[src/hdl/pai_pkg.sv]
// Shared types and constants for the Pareto archive insert unit.
// No dependencies; imported by the top, pai_cmp, pai_checker and the bench.
package pai_pkg;

	// Default configuration
	localparam int DEPTH_DEF     = 64;
	localparam int COST_BITS_DEF = 32;

	// Fixed field widths on the stream ports
	localparam int IN_COST_W = 32;
	localparam int SLOT_W    = 6;
	localparam int CNT_W     = 7;
	localparam int TAG_W     = 16;
	localparam int MODE_W    = 2;

	// Stream payload widths (padded to whole bytes)
	localparam int IN_PAY_W   = 2 * IN_COST_W + SLOT_W;
	localparam int IN_TDATA_W = ((IN_PAY_W + 7) / 8) * 8;
	localparam int OUT_TDATA_W = 2 + 2 * CNT_W + 2 * TAG_W + 2 * IN_COST_W;

	// Request kinds carried on s_axis_tuser
	localparam logic [MODE_W-1:0] MODE_INSERT = 2'd0;
	localparam logic [MODE_W-1:0] MODE_READ   = 2'd1;
	localparam logic [MODE_W-1:0] MODE_CLEAR  = 2'd2;

	// Result of the shared compare unit
	typedef struct packed {
		logic covers;     // stored pair no worse than candidate in both costs
		logic dominates;  // candidate strictly dominates stored pair
	} cmp_res_t;

endpackage

[src/hdl/pai_cmp.sv]
// Shared dominance compare unit: one magnitude compare per objective.
// Depends on pai_pkg for the result struct.
module pai_cmp #(
	parameter int COST_BITS = 32
) (
	input  logic [COST_BITS-1:0] ent_first,
	input  logic [COST_BITS-1:0] ent_second,
	input  logic [COST_BITS-1:0] cand_first,
	input  logic [COST_BITS-1:0] cand_second,
	output pai_pkg::cmp_res_t    res
);
	import pai_pkg::*;

	logic lt1, lt2, eq1, eq2;

	always_comb begin
		lt1 = ent_first < cand_first;
		lt2 = ent_second < cand_second;
		eq1 = ent_first == cand_first;
		eq2 = ent_second == cand_second;
		res.covers    = (lt1 || eq1) && (lt2 || eq2);
		// candidate <= entry in both, and not equal in both
		res.dominates = !lt1 && !lt2 && !(eq1 && eq2);
	end

endmodule

[config.mk]
export PLATFORM = sky130hd
export DESIGN_NAME = pai_cmp
export DESIGN_NICKNAME = d
export VERILOG_FILES = /design/src/hdl/pai_pkg.sv /design/src/hdl/pai_cmp.sv
export SDC_FILE = /design/constraint.sdc
export NUM_CORES = 1
export LEC_CHECK = 0
export ABC_AREA = 1
export BUFFER_PORTS_ARGS = -buffer_cell sky130_fd_sc_hd__buf_2
export CAP_MARGIN = 20
export CORE_MARGIN = 8
export CORE_UTILIZATION = 35
export DETAILED_ROUTE_END_ITERATION = 10
export GPL_TIMING_DRIVEN = 0
export PLACE_DENSITY = 0.74
export REMOVE_ABC_BUFFERS = 1
export SETUP_SLACK_MARGIN = 0.5
export SLEW_MARGIN = 15
export SYNTH_ARGS = -nofsm -noshare
export SYNTH_HDL_FRONTEND = slang
export SYNTH_SLANG_ARGS = --single-unit
[constraint.sdc]
create_clock -name vclk -period 1
set_input_delay 0.05 -clock vclk [all_inputs]
set_output_delay 0.05 -clock vclk [all_outputs]
set_load 0.03 [all_outputs]
==> results.yml <==
sta:
  hold_viol: 0
  setup_slack_ns: -0.395
  max_freq_mhz: 717
  fin_crit_ns: 1.40
  rsz0062_at_grt: "true"
  setup_viol: 2
  period_share: 1.40
  tightest_slew_ns: 0.216
  maxSlewHeadroom: 0.855
  drv_slew: 0
  whs_ns: 0.811
logic_synthesis:
  yosysWarnings: 0
  ys_seq_area_frac: 0
  yosysUniqueCellTypes: 19
  synthCells: 285
  syn_area_per_cell_um2: 6.14
  syn_area_um2: 1750
final_layout:
  seq_cells: 0
  nNetsFinal: 612
  syn_to_final_growth_pct: 82.3
  diodes: 0
  finalCoreUtilization: 0.666
  final-seq-area_um2: 0
  drive_gt1_frac: 0.569
  nClkBuffers: 0
detailed_routing:
  remaining_drc_errors: 0
  drt_pass1_iterations: 4
  detail-route-antenna-nets: 0
  vias: 2206
  drt_iter0_markers: 28
  via_per_inst: 4.55
  routedWlPerCell_um: 12.9
  drt_wl_total_um: 6270
floorplan:
  dieArea_um2: 7520
  die_h_um: 86.7
  start_util: 0.365
  io_pins: 130
  coreArea_um2: 4790
  die_width_um: 86.7
  num_rows: 25
min_path:
  hold_path_class: "input port to output pin"
  hold_start: "ent_second[23]"
grt:
  busiest_layer: "met2"
  grt_max_degree: 4
  grt_overflow: 0
  track_usage: 0.142
  use_met1: 0.138
  grt_pass1_wl_um: 9170
  use_met3: 0.0284
  antenna_found_initial: 1
  grt_use_met2: 0.305
  grt_pass1_vias: 2330
worst_setup_path:
  cp-start-kind: "input port"
  required_ns: 0.95
  crit_type: "input port to output pin"
  cp-end-kind: "output pin"
  crit_fanout: 2
  crit_arrival_ns: 1.35
  worstSetupStartpoint: "cand_first[18]"
place:
  portBuffers: 130
  hpwl_um: 4740
  gp_congestion: 0.738
pwr:
  power.density_nw_per_um2: 418
  vdd_ir_drop_max_v: 0.000248
  p_leak_nw: 1.77
outcome:
  violations: "setup timing"
  status: "finished with violations"
cts:
  hold_buffers: 0
flow_run:
  max-cap-violations: 0
## cells by family after synthesis
family | count (synthesis) | share of synthesized area
and+or+nand+nor | 103 | 0.253
AOI/OAI and AO/OA | 40 | 0.122
buffers and inverters | 78 | 0.167
adders and majority gates | 64 | 0.458
## final timing paths
path | endpoint | slack [ns] | depth (start not counted)
max | res[0] | -0.40 | 10
min | res[1] | 0.81 | 10
## synth_stat cells, drive strengths merged
| master | number | area [um^2] |
|---|---|---|
| inv | 76 | 285 |
| nand2 | 73 | 289 |
| ha | 64 | 801 |
| a21oi | 29 | 145 |
| nor2 | 23 | 96.4 |
| o21ai | 6 | 30.0 |
| nand4 | 4 | 25.0 |
| o21a | 3 | 23.8 |
| a21o | 2 | 15.0 |
| clkinv | 2 | 7.51 |
| nand3 | 2 | 10.0 |
| nor4 | 1 | 21.3 |
## metrics by stage
stage | setup WS (ns) | cells | area, um^2 | TNS, ns | total power (W)
floorplan | -0.380 | 285 | 1750 | -0.583 | 0.000542
global placement | -0.465 | 482 | 2480 | -0.891 | 0.000875
detailed placement | -0.475 | 482 | 2480 | -0.941 | 0.000905
CTS | -0.405 | 483 | 2790 | -0.760 | 0.00106
global route | -0.511 | 485 | 3190 | -1.01 | 0.00151
finish | -0.395 | 485 | 3190 | -0.754 | 0.00133
## cells in the final DEF (no fill, tap or decap), drive strengths merged
master | Yosys | routed
buf | 0 | 133
inv | 76 | 76
nand2 | 73 | 73
ha | 64 | 64
a21oi | 29 | 29
nor2 | 23 | 23
o21ai | 6 | 6
nand4 | 4 | 4
o21a | 3 | 3
a21o | 2 | 2
clkinv | 2 | 2
nand3 | 2 | 2
nor4 | 1 | 1
## layer usage
layer  wire, um  vias up
li1           -     1164
met1       2290      974
met2       3560       60
met3        373        6
met4         41        2
met5         10        -
## report_power, final
group	internal, W	switching [W]
logic	0.000702	0.000633
registers	0	0
clock network	0	0
## area by class of cell
class	instances	area (um^2)
inverter	78	300
timing repair buffer	133	796
tap	67	83.8
multi-input combinational	207	2010
fill	405	1600
## worst max-delay path: stages
cell and delay, ns:
buf_2 0.08, inv_1 0.04, ha_1 0.29, nand4_1 0.13, nor4_4 0.25, nand2_1 0.08, nand2_1 0.08, nand2_1 0.06
nor2_1 0.11, buf_4 0.18
## timing repair
action / CTS / global route
setup buffers: 1 / 2
endpoints found under the setup margin: 2 / 2
pin swaps: 17 / 41
resized for setup: 42 / 87
Power figures use the tool's default switching activity.
